## src/sv/mep_pkg.sv

```systemverilog
`timescale 1ns / 1ps
// ----------------------------------------------------------------------------
// mep_pkg
// Shared types, constants and the color palette of the Mandelbrot pixel engine.
// ----------------------------------------------------------------------------
package mep_pkg;

	localparam int WIDTH  = 1024;
	localparam int HEIGHT = 768;

	localparam int PIX_W   = 10;
	localparam int CNT_W   = 8;
	localparam int LIM_W   = 16;
	localparam int COLOR_W = 24;
	localparam int ZW      = 14;

	localparam int CFG_IDX_W  = 1;
	localparam int CFG_DATA_W = 16;

	localparam logic [CFG_IDX_W-1:0] REG_MAX_ITER  = 1'd0;
	localparam logic [CFG_IDX_W-1:0] REG_ESC_LIMIT = 1'd1;

	localparam logic [CNT_W-1:0] MAX_ITER_RST  = 8'd64;
	localparam logic [LIM_W-1:0] ESC_LIMIT_RST = 16'd40000;

	// Reciprocals for truncating division by 10 and by 100.
	localparam int RECIP10     = 52429;
	localparam int RECIP10_SH  = 19;
	localparam int RECIP100    = 167773;
	localparam int RECIP100_SH = 24;

	typedef logic signed [ZW-1:0] coord_t;

	typedef struct packed {
		coord_t cx;
		coord_t cy;
	} point_t;

	typedef struct packed {
		logic [CNT_W-1:0] max_iterations;
		logic [LIM_W-1:0] escape_limit;
	} cfg_t;

	localparam logic [COLOR_W-1:0] PALETTE [16] = '{
		24'h000000, 24'hAA0000, 24'h00AA00, 24'hAAAA00,
		24'h0000AA, 24'hAA00AA, 24'h00AAAA, 24'hAAAAAA,
		24'h555555, 24'hFF5555, 24'h55FF55, 24'hFFFF55,
		24'h5555FF, 24'hFF55FF, 24'h55FFFF, 24'hFFFFFF
	};

endpackage

```

## src/sv/mep_pixel_if.sv

```systemverilog
`timescale 1ns / 1ps
// ----------------------------------------------------------------------------
// mep_pixel_if
// Request channel carrying one pixel coordinate.
// ----------------------------------------------------------------------------
interface mep_pixel_if;
	logic                     valid;
	logic                     ready;
	logic [mep_pkg::PIX_W-1:0] pixel_x;
	logic [mep_pkg::PIX_W-1:0] pixel_y;

	modport source(output valid, output pixel_x, output pixel_y, input ready);
	modport sink(input valid, input pixel_x, input pixel_y, output ready);
endinterface

```

## src/sv/mep_result_if.sv

```systemverilog
`timescale 1ns / 1ps
// ----------------------------------------------------------------------------
// mep_result_if
// Result channel carrying the iteration count and palette color of a pixel.
// ----------------------------------------------------------------------------
interface mep_result_if;
	logic                       valid;
	logic                       ready;
	logic [mep_pkg::CNT_W-1:0]   iteration_count;
	logic [mep_pkg::COLOR_W-1:0] pixel_color;

	modport source(output valid, output iteration_count, output pixel_color, input ready);
	modport sink(input valid, input iteration_count, input pixel_color, output ready);
endinterface

```

## src/sv/mep_front.sv

```systemverilog
`timescale 1ns / 1ps
// ----------------------------------------------------------------------------
// mep_front
// Two-stage mapping pipeline from pixel coordinate to the point c at scale 100.
// ----------------------------------------------------------------------------
module mep_front (
	input  logic             clk,
	input  logic             arst_n,
	mep_pixel_if.sink        pixel,
	output logic             out_valid,
	input  logic             out_ready,
	output mep_pkg::point_t  out_point
);
	import mep_pkg::*;

	localparam logic signed [16:0] X_OFS  = 17'(25 * WIDTH);
	localparam coord_t             CY_OFS = coord_t'(HEIGHT);

	logic              vld_s1;
	logic signed [16:0] vx_s1;
	coord_t            cy_s1;
	logic              vld_s2;
	coord_t            cx_s2;
	coord_t            cy_s2;

	logic        s1_go;
	logic        s1_take;
	logic [15:0] px35;
	logic [15:0] vx_mag;
	logic [31:0] vx_prod;
	logic [12:0] vx_quot;
	coord_t      cx_abs;

	assign s1_go   = vld_s1 && (!vld_s2 || out_ready);
	assign s1_take = pixel.valid && pixel.ready;
	assign pixel.ready = !vld_s1 || !vld_s2 || out_ready;

	assign px35 = 16'(pixel.pixel_x) * 16'(35);

	// Truncating division by 10 on sign and magnitude.
	assign vx_mag  = vx_s1[16] ? 16'(-vx_s1) : 16'(vx_s1);
	assign vx_prod = {16'b0, vx_mag} * 32'(RECIP10);
	assign vx_quot = vx_prod[RECIP10_SH +: 13];
	assign cx_abs  = coord_t'({1'b0, vx_quot});

	always_ff @(posedge clk or negedge arst_n) begin
		if (!arst_n) begin
			vld_s1 <= 1'b0;
			vld_s2 <= 1'b0;
			vx_s1  <= '0;
			cy_s1  <= '0;
			cx_s2  <= '0;
			cy_s2  <= '0;
		end else begin
			if (pixel.ready) begin
				vld_s1 <= s1_take;
			end
			if (s1_take) begin
				vx_s1 <= $signed({1'b0, px35}) - X_OFS;
				// Both terms of the row mapping are multiples of 10, so it divides exactly.
				cy_s1 <= $signed({3'b000, pixel.pixel_y, 1'b0}) - CY_OFS;
			end
			if (!vld_s2 || out_ready) begin
				vld_s2 <= vld_s1;
			end
			if (s1_go) begin
				cx_s2 <= vx_s1[16] ? -cx_abs : cx_abs;
				cy_s2 <= cy_s1;
			end
		end
	end

	assign out_valid    = vld_s2;
	assign out_point.cx = cx_s2;
	assign out_point.cy = cy_s2;

endmodule

```

## src/sv/mep_queue.sv

```systemverilog
`timescale 1ns / 1ps
// ----------------------------------------------------------------------------
// mep_queue
// Two-entry queue of mapped points between the front end and the iteration core.
// ----------------------------------------------------------------------------
module mep_queue (
	input  logic             clk,
	input  logic             arst_n,
	input  logic             in_valid,
	output logic             in_ready,
	input  mep_pkg::point_t  in_point,
	output logic             out_valid,
	input  logic             out_ready,
	output mep_pkg::point_t  out_point
);
	import mep_pkg::*;

	point_t     mem_q [2];
	logic       wr_ptr_q;
	logic       rd_ptr_q;
	logic [1:0] fill_q;

	logic push;
	logic pop;

	assign in_ready  = (fill_q != 2'd2);
	assign out_valid = (fill_q != 2'd0);
	assign push      = in_valid && in_ready;
	assign pop       = out_valid && out_ready;
	assign out_point = mem_q[rd_ptr_q];

	always_ff @(posedge clk or negedge arst_n) begin
		if (!arst_n) begin
			wr_ptr_q <= 1'b0;
			rd_ptr_q <= 1'b0;
			fill_q   <= 2'd0;
		end else begin
			if (push) begin
				wr_ptr_q <= !wr_ptr_q;
			end
			if (pop) begin
				rd_ptr_q <= !rd_ptr_q;
			end
			if (push && !pop) begin
				fill_q <= fill_q + 2'd1;
			end else if (pop && !push) begin
				fill_q <= fill_q - 2'd1;
			end
		end
	end

	always_ff @(posedge clk) begin
		if (push) begin
			mem_q[wr_ptr_q] <= in_point;
		end
	end

endmodule

```

## src/sv/mep_core.sv

```systemverilog
`timescale 1ns / 1ps
// ----------------------------------------------------------------------------
// mep_core
// Escape-time iteration engine with a registered result stage and palette lookup.
// ----------------------------------------------------------------------------
module mep_core (
	input  logic             clk,
	input  logic             arst_n,
	input  mep_pkg::cfg_t    cfg,
	input  logic             in_valid,
	output logic             in_ready,
	input  mep_pkg::point_t  in_point,
	mep_result_if.source     result
);
	import mep_pkg::*;

	typedef enum logic [1:0] {ST_IDLE, ST_MUL, ST_UPD, ST_FIN} state_t;

	state_t              state_q;
	coord_t              cx_q;
	coord_t              cy_q;
	coord_t              zx_q;
	coord_t              zy_q;
	logic [26:0]         xx_q;
	logic [26:0]         yy_q;
	logic signed [27:0]  xy_q;
	logic [CNT_W-1:0]    count_q;
	logic                res_valid_q;
	logic [CNT_W-1:0]    res_count_q;
	logic [COLOR_W-1:0]  res_color_q;

	logic signed [27:0] zx_w;
	logic signed [27:0] zy_w;
	logic signed [27:0] sq_x;
	logic signed [27:0] sq_y;
	logic [27:0]        mag_sum;
	logic               stop;
	logic               out_free;
	logic               res_load;
	logic signed [27:0] dxx;
	logic [15:0]        dx_mag;
	logic [27:0]        xy_abs;
	logic [15:0]        dy_mag;
	logic [33:0]        qx_prod;
	logic [33:0]        qy_prod;
	coord_t             qx;
	coord_t             qy;
	coord_t             nx;
	coord_t             ny;

	assign in_ready = (state_q == ST_IDLE);
	assign out_free = !res_valid_q || result.ready;
	assign res_load = out_free && ((state_q == ST_FIN) || (state_q == ST_UPD && stop));

	assign zx_w = 28'(zx_q);
	assign zy_w = 28'(zy_q);
	assign sq_x = zx_w * zx_w;
	assign sq_y = zy_w * zy_w;

	assign mag_sum = {1'b0, xx_q} + {1'b0, yy_q};
	assign stop    = (mag_sum > 28'(cfg.escape_limit)) || (count_q >= cfg.max_iterations);

	// While the bound holds, both numerators stay within 16 bits of magnitude.
	assign dxx     = $signed({1'b0, xx_q}) - $signed({1'b0, yy_q});
	assign dx_mag  = dxx[27] ? 16'(-dxx) : 16'(dxx);
	assign xy_abs  = xy_q[27] ? 28'(-xy_q) : 28'(xy_q);
	assign dy_mag  = {xy_abs[14:0], 1'b0};
	assign qx_prod = 34'(dx_mag) * 34'(RECIP100);
	assign qy_prod = 34'(dy_mag) * 34'(RECIP100);
	assign qx      = coord_t'({4'b0000, qx_prod[RECIP100_SH +: 10]});
	assign qy      = coord_t'({4'b0000, qy_prod[RECIP100_SH +: 10]});
	assign nx      = (dxx[27] ? -qx : qx) + cx_q;
	assign ny      = (xy_q[27] ? -qy : qy) + cy_q;

	always_ff @(posedge clk or negedge arst_n) begin
		if (!arst_n) begin
			state_q     <= ST_IDLE;
			cx_q        <= '0;
			cy_q        <= '0;
			zx_q        <= '0;
			zy_q        <= '0;
			xx_q        <= '0;
			yy_q        <= '0;
			xy_q        <= '0;
			count_q     <= '0;
			res_valid_q <= 1'b0;
			res_count_q <= '0;
			res_color_q <= '0;
		end else begin
			if (res_load) begin
				res_valid_q <= 1'b1;
			end else if (result.ready) begin
				res_valid_q <= 1'b0;
			end
			unique case (state_q)
				ST_IDLE: begin
					if (in_valid) begin
						cx_q    <= in_point.cx;
						cy_q    <= in_point.cy;
						zx_q    <= '0;
						zy_q    <= '0;
						count_q <= '0;
						state_q <= ST_MUL;
					end
				end
				ST_MUL: begin
					xx_q    <= 27'(sq_x);
					yy_q    <= 27'(sq_y);
					xy_q    <= zx_w * zy_w;
					state_q <= ST_UPD;
				end
				ST_UPD: begin
					if (stop) begin
						if (out_free) begin
							res_count_q <= count_q;
							res_color_q <= PALETTE[count_q[3:0]];
							state_q     <= ST_IDLE;
						end else begin
							state_q <= ST_FIN;
						end
					end else begin
						zx_q    <= nx;
						zy_q    <= ny;
						count_q <= count_q + 8'd1;
						state_q <= ST_MUL;
					end
				end
				ST_FIN: begin
					if (out_free) begin
						res_count_q <= count_q;
						res_color_q <= PALETTE[count_q[3:0]];
						state_q     <= ST_IDLE;
					end
				end
				default: state_q <= ST_IDLE;
			endcase
		end
	end

	assign result.valid           = res_valid_q;
	assign result.iteration_count = res_count_q;
	assign result.pixel_color     = res_color_q;

	a_mul_then_upd: assert property (@(posedge clk) disable iff (!arst_n)
		(state_q == ST_MUL) |=> (state_q == ST_UPD))
		else $error("multiply cycle not followed by update");

	a_count_bound: assert property (@(posedge clk) disable iff (!arst_n)
		(state_q != ST_IDLE) |-> (count_q <= cfg.max_iterations))
		else $error("iteration count beyond maximum");

	a_fin_delivers: assert property (@(posedge clk) disable iff (!arst_n)
		(state_q == ST_FIN && out_free) |=> (res_valid_q && state_q == ST_IDLE))
		else $error("finished pixel not loaded into result stage");

endmodule

```

## src/sv/mandelbrot_escape_pixel_top.sv

```systemverilog
`timescale 1ns / 1ps
// ----------------------------------------------------------------------------
// mandelbrot_escape_pixel_top
// Mandelbrot escape-time engine: pixel coordinate in, iteration count and color out.
// ----------------------------------------------------------------------------
// A pixel request on the pixel channel carries a column and a row. The front
// end maps it to a point c at scale 100 in two pipeline stages and places it
// in a two-entry queue. The core pops one point at a time and runs each step
// of the recurrence in state ST_MUL, for the three squaring multipliers, and
// then in ST_UPD, for the escape test, the reciprocal divisions by 100 and
// the update of z. The core takes no new point until it is back in ST_IDLE,
// which sets the throughput; the front end overlaps with it. Results leave
// through a register on the result channel in request order. If the
// receiver stalls, the core holds a finished pixel until the result
// register frees up, while the front end and queue keep taking up to four
// further requests. Reset empties all stages and sets max_iterations to 64
// and escape_limit to 40000; writes to them belong only where no request is
// in flight.
// ----------------------------------------------------------------------------
module mandelbrot_escape_pixel_top (
	input  logic                           clk,
	input  logic                           arst_n,
	input  logic                           cfg_we,
	input  logic [mep_pkg::CFG_IDX_W-1:0]  cfg_index,
	input  logic [mep_pkg::CFG_DATA_W-1:0] cfg_wdata,
	mep_pixel_if.sink                      pixel,
	mep_result_if.source                   result
);
	import mep_pkg::*;

	cfg_t   cfg_q;
	logic   fr_valid;
	logic   fr_ready;
	point_t fr_point;
	logic   qu_valid;
	logic   qu_ready;
	point_t qu_point;

	always_ff @(posedge clk or negedge arst_n) begin
		if (!arst_n) begin
			cfg_q.max_iterations <= MAX_ITER_RST;
			cfg_q.escape_limit   <= ESC_LIMIT_RST;
		end else if (cfg_we) begin
			unique case (cfg_index)
				REG_MAX_ITER:  cfg_q.max_iterations <= cfg_wdata[CNT_W-1:0];
				REG_ESC_LIMIT: cfg_q.escape_limit   <= cfg_wdata[LIM_W-1:0];
				default: ;
			endcase
		end
	end

	mep_front u_front (
		.clk       (clk),
		.arst_n    (arst_n),
		.pixel     (pixel),
		.out_valid (fr_valid),
		.out_ready (fr_ready),
		.out_point (fr_point)
	);

	mep_queue u_queue (
		.clk       (clk),
		.arst_n    (arst_n),
		.in_valid  (fr_valid),
		.in_ready  (fr_ready),
		.in_point  (fr_point),
		.out_valid (qu_valid),
		.out_ready (qu_ready),
		.out_point (qu_point)
	);

	mep_core u_core (
		.clk      (clk),
		.arst_n   (arst_n),
		.cfg      (cfg_q),
		.in_valid (qu_valid),
		.in_ready (qu_ready),
		.in_point (qu_point),
		.result   (result)
	);

endmodule

```

## src/flat_wrapper.sv

```systemverilog
// flat-port wrapper written by rule: the top's interface ports become plain ports
module mandelbrot_escape_pixel_top_flat import mep_pkg::*;
  (clk, arst_n, cfg_we, cfg_index, cfg_wdata, pixel_valid, pixel_pixel_x, pixel_pixel_y, pixel_ready, result_valid, result_iteration_count, result_pixel_color, result_ready);
  mep_pixel_if pixel_i ();
  mep_result_if result_i ();
  input  logic clk;
  input  logic arst_n;
  input  logic cfg_we;
  input  logic [mep_pkg::CFG_IDX_W-1:0] cfg_index;
  input  logic [mep_pkg::CFG_DATA_W-1:0] cfg_wdata;
  input wire logic [$bits(pixel_i.valid)-1:0] pixel_valid;
  input wire logic [$bits(pixel_i.pixel_x)-1:0] pixel_pixel_x;
  input wire logic [$bits(pixel_i.pixel_y)-1:0] pixel_pixel_y;
  output wire logic [$bits(pixel_i.ready)-1:0] pixel_ready;
  output wire logic [$bits(result_i.valid)-1:0] result_valid;
  output wire logic [$bits(result_i.iteration_count)-1:0] result_iteration_count;
  output wire logic [$bits(result_i.pixel_color)-1:0] result_pixel_color;
  input wire logic [$bits(result_i.ready)-1:0] result_ready;
  assign pixel_i.valid = pixel_valid;
  assign pixel_i.pixel_x = pixel_pixel_x;
  assign pixel_i.pixel_y = pixel_pixel_y;
  assign pixel_ready = pixel_i.ready;
  assign result_valid = result_i.valid;
  assign result_iteration_count = result_i.iteration_count;
  assign result_pixel_color = result_i.pixel_color;
  assign result_i.ready = result_ready;
  mandelbrot_escape_pixel_top u_core (.clk(clk), .arst_n(arst_n), .cfg_we(cfg_we), .cfg_index(cfg_index), .cfg_wdata(cfg_wdata), .pixel(pixel_i), .result(result_i));
endmodule
```

## config.mk

```make
export PLATFORM = sky130hd
export DESIGN_NAME = mandelbrot_escape_pixel_top_flat
export DESIGN_NICKNAME = d
export VERILOG_FILES = /design/src/sv/mep_pkg.sv /design/src/sv/mep_pixel_if.sv /design/src/sv/mep_result_if.sv /design/src/sv/mep_front.sv /design/src/sv/mep_queue.sv /design/src/sv/mep_core.sv /design/src/sv/mandelbrot_escape_pixel_top.sv /design/src/flat_wrapper.sv
export SDC_FILE = /design/constraint.sdc
export NUM_CORES = 2
export LEC_CHECK = 0
export ABC_AREA = 1
export BUFFER_PORTS_ARGS = -buffer_cell sky130_fd_sc_hd__buf_2
export CELL_PAD_IN_SITES_DETAIL_PLACEMENT = 1
export CELL_PAD_IN_SITES_GLOBAL_PLACEMENT = 2
export CORE_UTILIZATION = 42
export DETAILED_ROUTE_END_ITERATION = 12
export PLACE_DENSITY_LB_ADDON = 0.2
export SETUP_SLACK_MARGIN = 0.15
export SYNTH_ARGS = -nofsm -noshare
export SYNTH_HDL_FRONTEND = slang
export SYNTH_SLANG_ARGS = --single-unit
```

## constraint.sdc

```tcl
create_clock -name clk -period 13.3 [get_ports clk]
set_clock_uncertainty 0.15 [all_clocks]
set_input_delay 0.665 -clock clk [delete_from_list [all_inputs] [get_ports clk]]
set_output_delay 0.665 -clock clk [all_outputs]
set_load 0.01 [all_outputs]
```

==> results_dict.tcl <==
set metrics [dict create \
    synth_ff_type "dfrtp_1" \
    finalWirelength_mm 149 \
    grt_pass1_vias 43500 \
    worstReg2RegStart "u_core.u_core.xx_q[26]$_DFFE_PN0N_" \
    cts.sinks 273 \
    rsz0062_at_grt "false" \
    drive_gt1_frac 0.0517 \
    postSynth.asyncResetShare 0.817 \
    setup_viol 0 \
    syn_inst 6203 \
    min_path_type "in2reg" \
    arrival_ns 11.51 \
    busiest_layer "met2" \
    cts_tree "built" \
    grt_pass1_wl_mm 240 \
    fmax_ghz 0.0894 \
    viasPerCell 5.01 \
    dp_hpwl_mm 126 \
    worstPathRequired_ns 13.63 \
    grt_overflow 0 \
    drt_iter0_markers 1772 \
    maxCapViolations 0 \
    period_share 0.841 \
    grt_max_degree 100 \
    antenna_found_initial 6 \
    critPathSlowestCell "xnor2_1" \
    synth.distinct_cells 65 \
    crit_type "reg2reg" \
    reg2reg_depth 43 \
    muxShareOfSynthArea 0 \
    period_needed_ns 11.19 \
    cts-htree-levels 2 \
    slew_headroom 0.297 \
    start_util 0.424 \
    hp-start "pixel_pixel_y[8]" \
    syn-num-nets 7809 \
    netlist_area_sq_um 52600 \
    dieArea_sq_um 127000 \
    dieHeight_microns 356 \
    rr_endpoint "u_core.u_core.zx_q[13]$_DFFE_PN0P_" \
    synth_seq_cells 273 \
    fin_tns_setup_ns 0 \
    gp_congestion 0.874 \
    synth_top_family_by_area "adder cells" \
    vias 39400 \
    grt_util_met1 0.329 \
    synth-xor-area-share 0.0396 \
    crit_fanout 22 \
    hold_viol 0 \
    hold-path-endpoint "u_core.u_front.cy_s1[12]$_DFFE_PN0P_" \
    die_x_microns 356 \
    violations "DRC" \
    worst_slew_pin_slew_ns 1.05 \
    clkSlewWorstSetupHoldPaths_ns 0.06 \
    synthAdderAreaFrac 0.489 \
    hold_depth 2 \
    use_met3 0.0187 \
    area_growth_pct 6.45 \
    drc_errors 13 \
    critPathMaxStageDelay_ns 0.77 \
    synth_compound_area_frac 0.0733 \
    ant_nets 0 \
    first_pass_iters 9 \
    slew_viol_final 0 \
    final_nets 7802 \
    crit_path_end_kind "register" \
    diodes 0 \
    grt_usage 0.242 \
    synth_seq_area_share 0.135 \
    synth_warnings 0 \
    cts_buffers 38 \
    cp-start-kind "register" \
    clk_latency_ns 0.60 \
    cts_root_buf "clkbuf_16" \
    postSynthAreaPerCell_sq_um 8.48 \
    clk_path_buf_depth 3 \
    wl_per_cell_microns 19.0 \
    r2r_slack_ns 2.11 \
    synth_enable_flop_cells 50 \
    io_buffer_count 75 \
    fp-row-count 129 \
    core_sq_um 124000 \
    path_common_cell "nand2_1" \
    run_status "complete, but fails checks" \
    use_met2 0.423 \
    num_io_pins 76 \
    synthSimpleGateAreaFrac 0.133 \
]
[cell families after synthesis]
group | Yosys count
buf+inv | 1779
simple gates | 1689
fa+ha+maj | 1564
compound gates | 665
flops | 273
xor+xnor | 233
[per-stage QoR]
stage	util	hold WS (ns)	setup WS (ns)	area [sq um]	instances
2_1_floorplan	-	0.219	3.76	52600	6203
3_3_place_gp	0.441	0.299	2.43	54600	7792
6_report	0.452	0.116	2.11	56000	7863
4_1_cts	0.452	0.0693	2.13	56000	7863
5_1_grt	0.452	0.105	1.08	56000	7863
3_5_place_dp	0.441	0.305	2.20	54600	7792
[cells in the final DEF, fill, tap and decap left out, types with 6 or more instances in the layout]
cell type and count:
buf_2 74, fa_1 818, inv_2 22, clkbuf_16 41, or2_2 13, o22ai_2 17, edfxtp_1 50, o21bai_1 19
a211oi_1 11, nand2_4 6, a21o_1 13, xnor2_1 86, o21a_1 8, buf_4 50, and2_1 6, xor2_1 141
dfrtp_1 213, a21oi_1 239, o211ai_1 6, nand2_1 1103, nor4_1 19, o31ai_1 7, nor2_1 273, nand3b_1 16
o21ai_0 242, nand3_2 6, nor3_1 49, nand3_1 134, o21ai_1 16, nor2_2 8, inv_1 1580, nand2_2 18
dfstp_2 6, a31oi_1 48, nand4_1 23, ha_1 746
[Yosys cell counts (5+ instances only)]
cell type	n	area share
o21ai_1	17	0.0016
a211oi_1	11	0.0016
nor2_1	277	0.020
o221ai_1	5	0.00083
buf_1	21	0.0015
dfstp_2	6	0.0030
dfrtp_1	217	0.10
nand4_1	23	0.0027
o21a_1	8	0.0011
buf_2	5	0.00048
nor4_1	19	0.0023
inv_2	22	0.0016
nor2_2	6	0.00071
o211ai_1	6	0.00086
xnor2_1	86	0.014
nand3_1	134	0.013
a21oi_1	239	0.023
nor3_1	49	0.0047
xor2_2	5	0.0015
nand2_2	18	0.0021
a21o_1	13	0.0019
o21ai_0	242	0.023
o22ai_2	17	0.0040
fa_1	818	0.31
clkbuf_1	110	0.0078
xor2_1	141	0.023
nand2_4	6	0.0013
o31ai_1	7	0.0010
or2_2	13	0.0015
a31oi_1	48	0.0057
nand3b_1	16	0.0023
nand2_1	1103	0.079
ha_1	746	0.18
o21bai_1	19	0.0027
nand3_2	6	0.0011
buf_6	8	0.0017
inv_1	1580	0.11
and2_1	6	0.00071
buf_4	28	0.0040
edfxtp_1	50	0.029
[how the worst max path moves through the flow]
stage,startpoint,end,cells after the start
floorplan,u_core.u_core.xx_q[5]$_DFFE_PN0N_,u_core.u_core.zx_q[13]$_DFFE_PN0P_,47
global placement,u_core.u_core.xx_q[25]$_DFFE_PN0N_,u_core.u_core.zx_q[13]$_DFFE_PN0P_,44
detailed placement,u_core.u_core.yy_q[9]$_DFFE_PN0N_,u_core.u_core.zx_q[13]$_DFFE_PN0P_,44
CTS,u_core.u_core.xx_q[5]$_DFFE_PN0N_,u_core.u_core.zx_q[13]$_DFFE_PN0P_,45
global route,u_core.u_core.xx_q[5]$_DFFE_PN0N_,u_core.u_core.zx_q[13]$_DFFE_PN0P_,50
finish,u_core.u_core.xx_q[26]$_DFFE_PN0N_,u_core.u_core.zx_q[13]$_DFFE_PN0P_,43
[registers in the layout, indices dropped and copies added, names as in the netlist, 16 cells and up]
name and flops:
u_core.cfg_q 24, u_core.u_core.xx_q 26, u_core.u_core.xy_q 16, u_core.u_core.yy_q 26
u_core.u_front.vx_s1 17, u_core.u_queue.mem_q 50
[critical path: cells and delay by family (launching register included)]
kind            cells  cell delay (ns)
xor+xnor            4             1.35
buf+inv             3             0.80
simple gates       17             2.21
fa+ha+maj          10             4.43
compound gates      9             1.70
flops               1             0.40
[layout make-up]
type	count	area, sq um
clock buffer	50	1110
clock inverter	20	259
fill	14800	68000
inverter	1606	6030
multi-input combinational	4151	38700
sequential	273	7090
tap	1637	2050
timing repair buffer	126	771
[layer usage]
metal  share of wire  wire, microns
met1            0.46          68800
met2            0.49          73500
met3           0.029           4320
met4           0.017           2500
met5               0              0
[timing repair]
action / 4_1_cts / 5_1_grt
hold buffers: 1 / 0
gates resized for setup: 0 / 0
endpoints found under the hold margin: 11 / 0
buffers inserted: 0 / 0
Power is left out: the tool's default activity adds up to more than one toggle a clock period on the data nets, which glitch-free logic cannot reach.
